--- config.mk ---
export PLATFORM = sky130hd
export DESIGN_NAME = step_move_queue_tracker_flat
export DESIGN_NICKNAME = d
export VERILOG_FILES = /design/src/design/smqt_pkg.sv /design/src/design/smqt_if.sv /design/src/design/smqt_queue_mem.sv /design/src/design/step_move_queue_tracker.sv /design/src/flat_wrapper.sv
export SDC_FILE = /design/constraint.sdc
export NUM_CORES = 2
export LEC_CHECK = 0
export ABC_AREA = 1
export BUFFER_PORTS_ARGS = -buffer_cell sky130_fd_sc_hd__buf_2
export CELL_PAD_IN_SITES_DETAIL_PLACEMENT = 1
export CELL_PAD_IN_SITES_GLOBAL_PLACEMENT = 1
export CORE_MARGIN = 1
export CORE_UTILIZATION = 50
export DETAILED_ROUTE_END_ITERATION = 16
export GPL_TIMING_DRIVEN = 0
export PLACE_DENSITY = 0.85
export SYNTH_ARGS = -nofsm -noshare
export SYNTH_HDL_FRONTEND = slang
export SYNTH_SLANG_ARGS = --single-unit
--- constraint.sdc ---
create_clock -name clk -period 11.6 [get_ports clk]
set_clock_uncertainty 0.05 [all_clocks]
set_input_delay 2.32 -clock clk [delete_from_list [all_inputs] [get_ports clk]]
set_output_delay 2.32 -clock clk [all_outputs]
set_load 0.01 [all_outputs]
--- src/design/smqt_pkg.sv ---
package smqt_pkg;

    typedef enum logic [2:0] {
        OP_TICK        = 3'd0,
        OP_QUEUE_MOVE  = 3'd1,
        OP_SET_DIR     = 3'd2,
        OP_RESET_CLOCK = 3'd3,
        OP_SET_POS     = 3'd4,
        OP_STOP        = 3'd5
    } opcode_t;

    typedef enum logic [1:0] {
        ERR_NONE        = 2'd0,
        ERR_ZERO_COUNT  = 2'd1,
        ERR_CLOCK_RESET = 2'd2,
        ERR_QUEUE_FULL  = 2'd3
    } err_t;

    typedef enum logic {
        ST_IDLE,
        ST_EXEC
    } state_t;

    // One queued move as it sits in the queue memory.
    typedef struct packed {
        logic [31:0]        interval;
        logic [15:0]        count;
        logic signed [15:0] add;
        logic               dir;
    } queue_entry_t;

    function automatic logic [31:0] sext16(input logic signed [15:0] v);
        return {{16{v[15]}}, v};
    endfunction

endpackage

--- src/design/smqt_if.sv ---
interface smqt_in_if;
    logic               valid;
    logic               ready;
    logic [2:0]         opcode;
    logic [31:0]        move_interval;
    logic [15:0]        step_count;
    logic signed [15:0] interval_add;
    logic               next_direction;
    logic [31:0]        clock_value;
    logic [31:0]        new_position;

    modport source (
        output valid, opcode, move_interval, step_count, interval_add,
               next_direction, clock_value, new_position,
        input  ready
    );
    modport sink (
        input  valid, opcode, move_interval, step_count, interval_add,
               next_direction, clock_value, new_position,
        output ready
    );
endinterface

interface smqt_out_if;
    logic        valid;
    logic        ready;
    logic [31:0] position;
    logic        stepped;
    logic        step_up;
    logic        active;
    logic [4:0]  queue_level;
    logic [1:0]  error_code;

    modport source (
        output valid, position, stepped, step_up, active, queue_level, error_code,
        input  ready
    );
    modport sink (
        input  valid, position, stepped, step_up, active, queue_level, error_code,
        output ready
    );
endinterface

--- src/design/smqt_queue_mem.sv ---
module smqt_queue_mem
    import smqt_pkg::*;
#(
    parameter int DEPTH = 16,
    parameter int AW    = 4
) (
    input  logic          clk,
    input  logic          wr_en,
    input  logic [AW-1:0] wr_addr,
    input  queue_entry_t  wr_data,
    input  logic          rd_en,
    input  logic [AW-1:0] rd_addr,
    output queue_entry_t  rd_data
);

    queue_entry_t mem [DEPTH];

    always_ff @(posedge clk)
    begin
        if (wr_en)
        begin
            mem[wr_addr] <= wr_data;
        end
    end

    always_ff @(posedge clk)
    begin
        if (rd_en)
        begin
            rd_data <= mem[rd_addr];
        end
    end

endmodule

--- src/design/step_move_queue_tracker.sv ---
// A transaction is latched as it is accepted and moves to the execute state, where its
// result is registered as it commits. No new item is taken until the last one commits;
// the queue head is read from the move memory as the item is accepted.
// A full output register stalls the block until the result is taken.
// Reset (rst_n, asynchronous, active low) clears position, timing, direction and
// queue pointers; the move memory is not cleared and is only read where written.
module step_move_queue_tracker
    import smqt_pkg::*;
#(
    parameter int QUEUE_DEPTH = 16
) (
    input  logic      clk,
    input  logic      rst_n,
    smqt_in_if.sink   cmd,
    smqt_out_if.source rsp
);

    localparam int AW = (QUEUE_DEPTH > 1) ? $clog2(QUEUE_DEPTH) : 1;
    localparam int FW = $clog2(QUEUE_DEPTH + 1);
    localparam logic [AW-1:0] LAST_IDX = AW'(QUEUE_DEPTH - 1);
    localparam logic [FW-1:0] FULL_FILL = FW'(QUEUE_DEPTH);

    state_t state_reg, state_next;

    // Latched command.
    logic [2:0]         op_reg;
    logic [31:0]        ival_reg;
    logic [15:0]        cnt_reg;
    logic signed [15:0] add_reg;
    logic               ndir_reg;
    logic [31:0]        clkval_reg;
    logic [31:0]        npos_reg;

    // Tracker state.
    logic [31:0]        time_reg, time_next;
    logic [31:0]        wake_reg, wake_next;
    logic [31:0]        interval_reg, interval_next;
    logic signed [15:0] cur_add_reg, cur_add_next;
    logic [15:0]        steps_reg, steps_next;
    logic [31:0]        pos_reg, pos_next;
    logic               cur_dir_reg, cur_dir_next;
    logic               next_dir_reg, next_dir_next;
    logic [AW-1:0]      head_reg, head_next;
    logic [AW-1:0]      tail_reg, tail_next;
    logic [FW-1:0]      fill_reg, fill_next;

    // Output register.
    logic        out_valid_reg, out_valid_next;
    logic [31:0] out_pos_reg;
    logic        out_stepped_reg;
    logic        out_up_reg;
    logic        out_active_reg;
    logic [4:0]  out_level_reg;
    err_t        out_err_reg;

    logic         accept;
    logic         commit;
    logic         stepped;
    logic         step_up;
    err_t         err;
    logic         mem_wr_en;
    queue_entry_t mem_wr_data;
    queue_entry_t head_entry;
    logic [31:0]  time_inc;
    logic [31:0]  time_diff;

    assign cmd.ready = (state_reg == ST_IDLE);
    assign accept    = cmd.valid && cmd.ready;
    assign commit    = (state_reg == ST_EXEC) && (!out_valid_reg || rsp.ready);

    assign mem_wr_data.interval = ival_reg;
    assign mem_wr_data.count    = cnt_reg;
    assign mem_wr_data.add      = add_reg;
    assign mem_wr_data.dir      = next_dir_reg;

    // The head entry is read as the item is accepted; the memory is only written
    // in the execute cycle, so the read always sees the committed queue.
    smqt_queue_mem #(
        .DEPTH (QUEUE_DEPTH),
        .AW    (AW)
    ) u_queue_mem (
        .clk     (clk),
        .wr_en   (mem_wr_en),
        .wr_addr (tail_reg),
        .wr_data (mem_wr_data),
        .rd_en   (accept),
        .rd_addr (head_reg),
        .rd_data (head_entry)
    );

    assign time_inc  = time_reg + 32'd1;
    assign time_diff = time_inc - wake_reg;

    always_comb
    begin
        state_next     = state_reg;
        out_valid_next = out_valid_reg;
        if (rsp.ready)
        begin
            out_valid_next = 1'b0;
        end
        unique case (state_reg)
            ST_IDLE:
            begin
                if (accept)
                begin
                    state_next = ST_EXEC;
                end
            end
            ST_EXEC:
            begin
                if (commit)
                begin
                    state_next     = ST_IDLE;
                    out_valid_next = 1'b1;
                end
            end
            default:
            begin
                state_next = ST_IDLE;
            end
        endcase
    end

    always_comb
    begin
        time_next     = time_reg;
        wake_next     = wake_reg;
        interval_next = interval_reg;
        cur_add_next  = cur_add_reg;
        steps_next    = steps_reg;
        pos_next      = pos_reg;
        cur_dir_next  = cur_dir_reg;
        next_dir_next = next_dir_reg;
        head_next     = head_reg;
        tail_next     = tail_reg;
        fill_next     = fill_reg;
        stepped       = 1'b0;
        step_up       = 1'b0;
        err           = ERR_NONE;
        mem_wr_en     = 1'b0;

        if (commit)
        begin
            case (opcode_t'(op_reg))
                OP_TICK:
                begin
                    time_next = time_inc;
                    if ((steps_reg != 16'd0) && !time_diff[31])
                    begin
                        stepped  = 1'b1;
                        step_up  = cur_dir_reg;
                        pos_next = cur_dir_reg ? pos_reg + 32'd1 : pos_reg - 32'd1;
                        if (steps_reg != 16'd1)
                        begin
                            steps_next    = steps_reg - 16'd1;
                            wake_next     = wake_reg + interval_reg;
                            interval_next = interval_reg + sext16(cur_add_reg);
                        end
                        else if (fill_reg == '0)
                        begin
                            steps_next = 16'd0;
                        end
                        else
                        begin
                            wake_next     = wake_reg + head_entry.interval;
                            cur_add_next  = head_entry.add;
                            interval_next = head_entry.interval + sext16(head_entry.add);
                            steps_next    = head_entry.count;
                            cur_dir_next  = head_entry.dir;
                            head_next     = (head_reg == LAST_IDX) ? '0 : head_reg + AW'(1);
                            fill_next     = fill_reg - FW'(1);
                        end
                    end
                end
                OP_QUEUE_MOVE:
                begin
                    if (cnt_reg == 16'd0)
                    begin
                        err = ERR_ZERO_COUNT;
                    end
                    else if (steps_reg == 16'd0)
                    begin
                        wake_next     = wake_reg + ival_reg;
                        cur_add_next  = add_reg;
                        interval_next = ival_reg + sext16(add_reg);
                        steps_next    = cnt_reg;
                        cur_dir_next  = next_dir_reg;
                    end
                    else if (fill_reg == FULL_FILL)
                    begin
                        err = ERR_QUEUE_FULL;
                    end
                    else
                    begin
                        mem_wr_en = 1'b1;
                        tail_next = (tail_reg == LAST_IDX) ? '0 : tail_reg + AW'(1);
                        fill_next = fill_reg + FW'(1);
                    end
                end
                OP_SET_DIR:
                begin
                    next_dir_next = ndir_reg;
                end
                OP_RESET_CLOCK:
                begin
                    if (steps_reg != 16'd0)
                    begin
                        err = ERR_CLOCK_RESET;
                    end
                    else
                    begin
                        wake_next = clkval_reg;
                    end
                end
                OP_SET_POS:
                begin
                    pos_next = npos_reg;
                end
                OP_STOP:
                begin
                    wake_next     = 32'd0;
                    steps_next    = 16'd0;
                    cur_dir_next  = 1'b0;
                    next_dir_next = 1'b0;
                    head_next     = '0;
                    tail_next     = '0;
                    fill_next     = '0;
                end
                default:
                begin
                end
            endcase
        end
    end

    always_ff @(posedge clk or negedge rst_n)
    begin
        if (!rst_n)
        begin
            state_reg     <= ST_IDLE;
            out_valid_reg <= 1'b0;
            time_reg      <= '0;
            wake_reg      <= '0;
            interval_reg  <= '0;
            cur_add_reg   <= '0;
            steps_reg     <= '0;
            pos_reg       <= '0;
            cur_dir_reg   <= 1'b0;
            next_dir_reg  <= 1'b0;
            head_reg      <= '0;
            tail_reg      <= '0;
            fill_reg      <= '0;
        end
        else
        begin
            state_reg     <= state_next;
            out_valid_reg <= out_valid_next;
            time_reg      <= time_next;
            wake_reg      <= wake_next;
            interval_reg  <= interval_next;
            cur_add_reg   <= cur_add_next;
            steps_reg     <= steps_next;
            pos_reg       <= pos_next;
            cur_dir_reg   <= cur_dir_next;
            next_dir_reg  <= next_dir_next;
            head_reg      <= head_next;
            tail_reg      <= tail_next;
            fill_reg      <= fill_next;
        end
    end

    always_ff @(posedge clk)
    begin
        if (accept)
        begin
            op_reg     <= cmd.opcode;
            ival_reg   <= cmd.move_interval;
            cnt_reg    <= cmd.step_count;
            add_reg    <= cmd.interval_add;
            ndir_reg   <= cmd.next_direction;
            clkval_reg <= cmd.clock_value;
            npos_reg   <= cmd.new_position;
        end
        if (commit)
        begin
            out_pos_reg     <= pos_next;
            out_stepped_reg <= stepped;
            out_up_reg      <= step_up;
            out_active_reg  <= (steps_next != 16'd0);
            out_level_reg   <= 5'(fill_next);
            out_err_reg     <= err;
        end
    end

    assign rsp.valid       = out_valid_reg;
    assign rsp.position    = out_pos_reg;
    assign rsp.stepped     = out_stepped_reg;
    assign rsp.step_up     = out_up_reg;
    assign rsp.active      = out_active_reg;
    assign rsp.queue_level = out_level_reg;
    assign rsp.error_code  = out_err_reg;

endmodule

--- src/flat_wrapper.sv ---
// flat-port wrapper written by rule: the top's interface ports become plain ports
module step_move_queue_tracker_flat import smqt_pkg::*;
#(
    parameter int QUEUE_DEPTH = 16
)
  (clk, rst_n, cmd_valid, cmd_opcode, cmd_move_interval, cmd_step_count, cmd_interval_add, cmd_next_direction, cmd_clock_value, cmd_new_position, cmd_ready, rsp_valid, rsp_position, rsp_stepped, rsp_step_up, rsp_active, rsp_queue_level, rsp_error_code, rsp_ready);
  smqt_in_if cmd_i ();
  smqt_out_if rsp_i ();
  input  logic clk;
  input  logic rst_n;
  input wire logic [$bits(cmd_i.valid)-1:0] cmd_valid;
  input wire logic [$bits(cmd_i.opcode)-1:0] cmd_opcode;
  input wire logic [$bits(cmd_i.move_interval)-1:0] cmd_move_interval;
  input wire logic [$bits(cmd_i.step_count)-1:0] cmd_step_count;
  input wire logic [$bits(cmd_i.interval_add)-1:0] cmd_interval_add;
  input wire logic [$bits(cmd_i.next_direction)-1:0] cmd_next_direction;
  input wire logic [$bits(cmd_i.clock_value)-1:0] cmd_clock_value;
  input wire logic [$bits(cmd_i.new_position)-1:0] cmd_new_position;
  output wire logic [$bits(cmd_i.ready)-1:0] cmd_ready;
  output wire logic [$bits(rsp_i.valid)-1:0] rsp_valid;
  output wire logic [$bits(rsp_i.position)-1:0] rsp_position;
  output wire logic [$bits(rsp_i.stepped)-1:0] rsp_stepped;
  output wire logic [$bits(rsp_i.step_up)-1:0] rsp_step_up;
  output wire logic [$bits(rsp_i.active)-1:0] rsp_active;
  output wire logic [$bits(rsp_i.queue_level)-1:0] rsp_queue_level;
  output wire logic [$bits(rsp_i.error_code)-1:0] rsp_error_code;
  input wire logic [$bits(rsp_i.ready)-1:0] rsp_ready;
  assign cmd_i.valid = cmd_valid;
  assign cmd_i.opcode = cmd_opcode;
  assign cmd_i.move_interval = cmd_move_interval;
  assign cmd_i.step_count = cmd_step_count;
  assign cmd_i.interval_add = cmd_interval_add;
  assign cmd_i.next_direction = cmd_next_direction;
  assign cmd_i.clock_value = cmd_clock_value;
  assign cmd_i.new_position = cmd_new_position;
  assign cmd_ready = cmd_i.ready;
  assign rsp_valid = rsp_i.valid;
  assign rsp_position = rsp_i.position;
  assign rsp_stepped = rsp_i.stepped;
  assign rsp_step_up = rsp_i.step_up;
  assign rsp_active = rsp_i.active;
  assign rsp_queue_level = rsp_i.queue_level;
  assign rsp_error_code = rsp_i.error_code;
  assign rsp_i.ready = rsp_ready;
  step_move_queue_tracker #(.QUEUE_DEPTH(QUEUE_DEPTH)) u_core (.clk(clk), .rst_n(rst_n), .cmd(cmd_i), .rsp(rsp_i));
endmodule
; ---- After elaboration in Yosys (flattened, before gate mapping)
; Memories as Yosys holds them, arrays and structs flattened. A register that Yosys moved wholly into a read port is not among the register bits.
; Index checks and enable logic that the tools add are counted.
[word_totals]
word_cells = 162
mem_count = 1
out_inout_bits = 44
register_bits = 351
latch_bits = 0
in_bits = 136
romBits = 0
ramBits = 1040
[memory_table]
columns = name, words, width, rd, rd_clocked_by_memory_dff, write_ports, line_no
row1 = u_core.u_queue_mem.mem, 16, 65, 1, 1, 1, smqt_queue_mem.sv:16  ; queue_entry_t mem [DEPTH];
[classes]
eq_ne = 18
magnitude_cmp = 0
n_addsub = 15
n_mul = 0
div_mod_pow = 0
reduce_logical = 27
n_mux = 74
shifts = 0
n_bitwise = 1
[ops]
columns = op, n
row1 = 32-bit 2-to-1 mux, 14
row2 = 32-bit adder, 6
row3 = 16-bit 2-to-1 mux, 11
row4 = 32-bit case mux with 2 select lines, 2
row5 = 32-bit case mux with 4 select lines, 1
row6 = 32-bit by 1-bit adder with 32-bit output (second input constant), 2
row7 = 16-bit case mux with 3 select lines, 1
row8 = 5-bit 2-to-1 mux, 7
row9 = 16-bit zero test, 2
row10 = 4-bit 2-to-1 mux, 8
row11 = 16-bit case mux with 2 select lines, 1
row12 = 16-bit nonzero test, 2
row13 = 32-bit by 1-bit subtractor with 32-bit output (second input constant), 1
row14 = 32-bit subtractor, 1
row15 = 7-bit AND reduction, 3
row16 = 1-bit 2-to-1 mux, 18
row17 = 16-bit by 1-bit != test with 1-bit output (second input constant), 1
row18 = 4-bit case mux with 2 select lines, 2
row19 = 16-bit by 1-bit subtractor with 16-bit output (second input constant), 1
row20 = 5-bit case mux with 3 select lines, 1
row21 = 2-bit != test (second input constant), 6
row22 = 5-bit AND reduction, 2
row23 = 4-bit by 1-bit adder with 4-bit output (second input constant), 2
row24 = 4-bit equality test (second input constant), 2
row25 = 23 further kinds, 38

; ---- Depth between registers and ports, before layout
[logic_depth]
ltp_word = 8
depth_mapped = 35
ltp_nobuf = 34

; ---- Modules after synthesis
; A second synthesis with hierarchy kept.
[hier_totals]
cells_unflattened = 7659
hier_area_um2 = 72378.2
[modules_own_cells]
columns = mod, instances, area_each_um2, seq_area_each_um2, cells_per_inst
row1 = smqt_queue_mem, 1, 46583.4, 33181.8, 4276
row2 = step_move_queue_tracker, 1, 25794.7, 9654.3, 3383

; ---- Least setup slack after synthesis
; Ideal clock, no wire load.
[synth_timing]
kind = input -> register
start = input cmd_valid
end = register u_core.state_reg
t_arrival_ps = 11328
cell_stages = 3
n_path_buf = 0
required_time_ps = 11420
slack_ps = 92
setup_time_ps = 130
cell_sequence = inv_1 nor2_1 o21bai_1
[synth_via]
elab_chain_len = 3
[synth_lines]
columns = item, line_no
row1 = "start, declared", flat_wrapper.sv:11  ; input wire logic [$bits(cmd_i.valid)-1:0] cmd_valid;
row2 = 1-bit logical AND, step_move_queue_tracker.sv:68  ; assign accept = cmd.valid && cmd.ready;
row3 = named net u_core.accept, step_move_queue_tracker.sv:56  ; logic accept;
row4 = 1-bit 2-to-1 mux, step_move_queue_tracker.sv:105  ; if (accept)
row5 = 1-bit case mux with 2 select lines, step_move_queue_tracker.sv:102  ; unique case (state_reg)
row6 = named net u_core.state_next, step_move_queue_tracker.sv:23  ; state_t state_reg, state_next;
row7 = "end signal, assigned", step_move_queue_tracker.sv:257  ; state_reg <= state_next;
row8 = "end, declared", step_move_queue_tracker.sv:23
; The timed path passes the listed nets, and every way through them passes these cells.
; A chain may end at the register's enable or synchronous reset.

; ---- Worst setup path in the final report
[layout_timing]
start = register u_core.steps_reg[1]
end = register u_core.wake_reg[24]
[layout_via]
elab_chain_len = 4
elab_cells_between_ends = 12
classes_between = eq/ne (5) / mux (3) / reduce/logical (4)
[layout_lines]
columns = item, line_no
row1 = "start, declared", step_move_queue_tracker.sv:39  ; logic [15:0] steps_reg, steps_next;
row2 = "start signal, assigned", step_move_queue_tracker.sv:263  ; steps_reg <= steps_next;
row3 = 16-bit by 1-bit != test with 1-bit output / 16-bit nonzero test (equally long branches), "step_move_queue_tracker.sv:154, step_move_queue_tracker.sv:149, step_move_queue_tracker.sv:207"
row4 = 32-bit 2-to-1 mux / 1-bit logical AND (equally long branches), "step_move_queue_tracker.sv:154, step_move_queue_tracker.sv:149"
row5 = 32-bit 2-to-1 mux / 2-bit by 1-bit != test with 1-bit output (equally long branches), n/a
row6 = 32-bit case mux with 4 select lines / 7-bit AND reduction (equally long branches), n/a
row7 = "end signal, assigned", step_move_queue_tracker.sv:260  ; wake_reg <= wake_next;
row8 = "end, declared", step_move_queue_tracker.sv:36  ; logic [31:0] wake_reg, wake_next;
; Parallel ways exist; a longest one is shown, timed or not. The select of a mux whose other input is x is not followed.

==> impl_results.md <==
- Post-CTS setup repair buffer count: 0
- WP data required: 12.21 ns
- Reg2reg start: u_core.steps_reg[1]
- R2R cell count: 24
- Area after DPL: 71,800 µm²
- Design area: 76,700 µm²
- Syn Area/Cell: 10.7 µm²
- Hold-critical path depth: 2
- DRC Markers: 0
- Hold_ws: 0.448 ns
- Vias per cell: 6.64
- Area of the multi-input gates: 21,800 µm²
- Maximum number of pins on one net before global-route repair: 93
- Kind of end point of the critical path: flop
- Drt wl/cell: 32.5 µm
- Crit path max fanout: 10
- DR iter-0 viols: 7,557
- Pleak: 0.0288 µW
- Synthesis Warnings: 0
- Clock Sinks: 1,456
- DR vias: 56,900
- RSZ-0062 raised after global routing: no
- Sequential share of power: 32.6%
- NetSw: 9740 µW
- FF-to-FF setup slack: 5.62 ns
- NumNets Final: 6,992
- Status: finished with violations
- Share of layout cells above drive strength 1: 8.19%
- Synth top area cells: edfxtp_1 57%, nand2_1 6.8%, dfrtp_1 6.6%, o21ai_0 4.8%, a21oi_1 4.1%
- Number of synthesized register bits: 1,456
- Largest Register: u_core.u_queue_mem.mem
- Die height: 369 µm
- Setup Crit Path Kind: flop to flop
- Pint: 11,600 µW
- Ports: 180
- Clk root buf: clkbuf_16
- Final Critical Period: 5.98 ns
- Violated checks: capacitance limit, slew limit
- Worst Hold Class: flop to flop
- Final Util: 57.5%
- Final Slew Violations: 11
- DP Wirelength: 188,000 µm
- Htree depth: 4
- Most frequent CP cell: nand2_1
- Grt total ovfl: 0
- Worst Max-Slew Pin Slew: 1.58 ns
- Reg2Reg Capture Point: u_core.wake_reg[24]
- CP max-delay cell: clkbuf_1
- Net Count, Synth: 6,599
- Cts bufs inserted: 152
- Maximum vdd ir drop: 0.172 mV
- Max reg flops: 1,040
- Final period utilization: 51.5%
- Initial antenna violation count: 28
- Logic pwr share: 44.1%
- Worst-Skew Late Latency: 0.83 ns
- Layout area overhead: 14.2%
- Routed WL: 279,000 µm
- Post-Place Cells: 8,271
- Largest regs: u_core.u_queue_mem.mem x1040, u_core.u_queue_mem.rd_data x65
- Crit path largest cell delay: 0.68 ns
- Final Hold Viols: 0
- WHS Endpoint: u_core.cur_add_reg[13]
- GRT Overall Usage: 40.4%
- Clock slew at reported path FFs: 0.06 ns
- Finished Layout Cells: 8,562
- Synth top area share: 57.1%
- Max cap viols: 1
- DRT antenna net count: 0
- Clock power frac: 23.4%
- Cell Area, Synth: 67,200 µm²
- Distinct cells, synth: 59
- Main synth FF type: edfxtp_1
- Final setup vio count: 0
- Placement Rows: 134
- Storage element area: 42,800 µm²
- Cells after Synth: 6,264
- Number of global-route vias before repair: 59,500
- Register area share after synthesis: 63.7%
- Hold buffers post-CTS: 0
- Core area: 133,000 µm²
- Crit start category: flop
- Critical Path AT: 6.58 ns
- First-pass GRT wire length: 398,000 µm
- Starting Density: 50.4%
- Critical-path cell list: inv_1, ha_1, nand3_1, nor2_1, nand2_1, buf_2, buf_2, clkbuf_1, clkbuf_1, o21ai_0, nand2_1, ha_1, fa_1, nand2_1, a21oi_1, a21oi_1, o21ai_0, nand2_1, nand2_1, nor2_1, o21ai_0, a21oi_1, o21ai_0, a22oi_1
- PostCTS Resize Cnt: 0
- Largest area contributor in the netlist: edfxtp_1
- CTS tree: yes
- Peak Freq: 167 MHz
- Sw Ratio: 45.5%
- Die X-Extent: 369 µm
- Die footprint: 136,000 µm²
- Worst hold start: u_core.cur_add_reg[13]
- Slew headroom: -5.33%
- Filler instances: 14,200
- Number of port buffers: 179
- Gpl congestion: 0.962
- Ys async rst share: 12.2%
- First-pass DRT Iterations: 8
- Clock tree buffer depth: 3
- Power density cells: 279 nW/µm²
- EDFF count, synth: 1,279
power by group through the flow:
stage	logic (µW)	registers, µW	clock network (µW)
2_1_floorplan	5520	6720	0
3_3_place_gp	8290	7020	0
3_5_place_dp	8770	7000	0
4_1_cts	9070	6920	4970
5_1_grt	9990	6970	5110
6_report	9420	6960	4990
critical path, delay by kind of cell, from the launching register on:
family	cells	cell delay (ns)
AOI/OAI and AO/OA	8	1.79
adders and majority gates	3	0.66
buffers and inverters	5	2.12
DFF	1	0.43
and+or+nand+nor	8	0.77
placed cells by master, fill, tap and decap left out, types with 19 or more instances in the layout:
cell       netlist  routed
a21o_1          24      24
a21oi_1        549     549
a221oi_1        91      91
a22oi_1         25      25
a31oi_1         41      41
buf_12           0      40
buf_16           0      20
buf_2           23     201
clkbuf_1       239     274
clkbuf_16        0     155
clkinv_1         1      32
clkinv_2         0      22
dfrtp_1        177     177
edfxtp_1      1279    1279
ha_1           194     194
inv_1          403     402
nand2_1       1216    1216
nand2_2         19      19
nand3_1        203     203
nand4_1         73      73
nor2_1         580     563
nor2_4           7      24
nor3_1          35      35
o211ai_1        28      28
o21ai_0        647     647
o221ai_1        51      51
o22ai_1         86      86
xnor2_1         36      36
xor2_1          76      76
cell type report:
| cell class | instances | area share (%) |
|---|---|---|
| Timing Repair Buffer | 239 | 2.94 |
| Inverter | 409 | 2.00 |
| Buffer | 284 | 1.49 |
| Multi-Input combinational cell | 4115 | 28.4 |
| Antenna cell | 15 | 0.0489 |
| Clock buffer | 195 | 5.30 |
| Tap cell | 1768 | 2.88 |
| Clock inverter | 81 | 1.06 |
| Sequential cell | 1456 | 55.8 |
logic make-up (layout without fill, tap and decap cells):
kind of cell    Yosys count  in the layout  synth area share [%]
buf+inv                 693           1208                  3.98
simple gates           2184           2184                  13.4
other cells               0             15                     0
flops                  1456           1456                  63.7
xor+xnor                112            112                  1.46
fa+ha+maj               199            199                  3.76
compound gates         1620           1620                  13.7
metrics by stage:
step	setup slack, ns	power (µW)	setup TNS (ns)
finish	5.62	21400	0
floorplan	0.0916	12200	0
CTS	5.71	21000	0
detailed placement	5.77	15800	0
global route	5.38	22100	0
global placement	-5.33	15300	-1209.84
per-layer routing:
metal  global-route usage, %  vias to the layer above  part of all wire [%]
li1                        -                    23300                     -
met1                    47.6                    27700                    35
met2                    65.5                     4450                    47
met3                    10.4                     1420                    11
met4                    26.5                       20                   7.6
met5                       0                        -                 0.046
synthesized netlist by cell type, types with 8 or more instances:
master    instances
a211oi_1         10
a21boi_0          8
a21o_1           24
a21oi_1         549
a221oi_1         91
a22oi_1          25
a31oi_1          41
a32oi_1           8
buf_1            15
buf_2            23
clkbuf_1        239
dfrtp_1         177
edfxtp_1       1279
ha_1            194
inv_1           403
nand2_1        1216
nand2_2          19
nand3_1         203
nand4_1          73
nor2_1          580
nor3_1           35
nor4_1           10
o211ai_1         28
o21a_1            9
o21ai_0         647
o21ai_1          13
o21bai_1         11
o221ai_1         51
o22ai_1          86
or2_2            14
xnor2_1          36
xor2_1           76
worst max path at each step:
stage                                    from             endpoint  slack, ns  cells after the start
after floorplan                     cmd_valid     u_core.state_reg       0.09                      3
after global placement              cmd_valid     u_core.state_reg      -5.33                      4
after detailed placement     u_core.op_reg[0]  u_core.wake_reg[26]       5.77                     20
after CTS                 u_core.steps_reg[1]  u_core.wake_reg[24]       5.71                     24
after global routing      u_core.steps_reg[1]  u_core.wake_reg[24]       5.38                     24
final                     u_core.steps_reg[1]  u_core.wake_reg[24]       5.62                     24
Power figures use the tool's default switching activity.
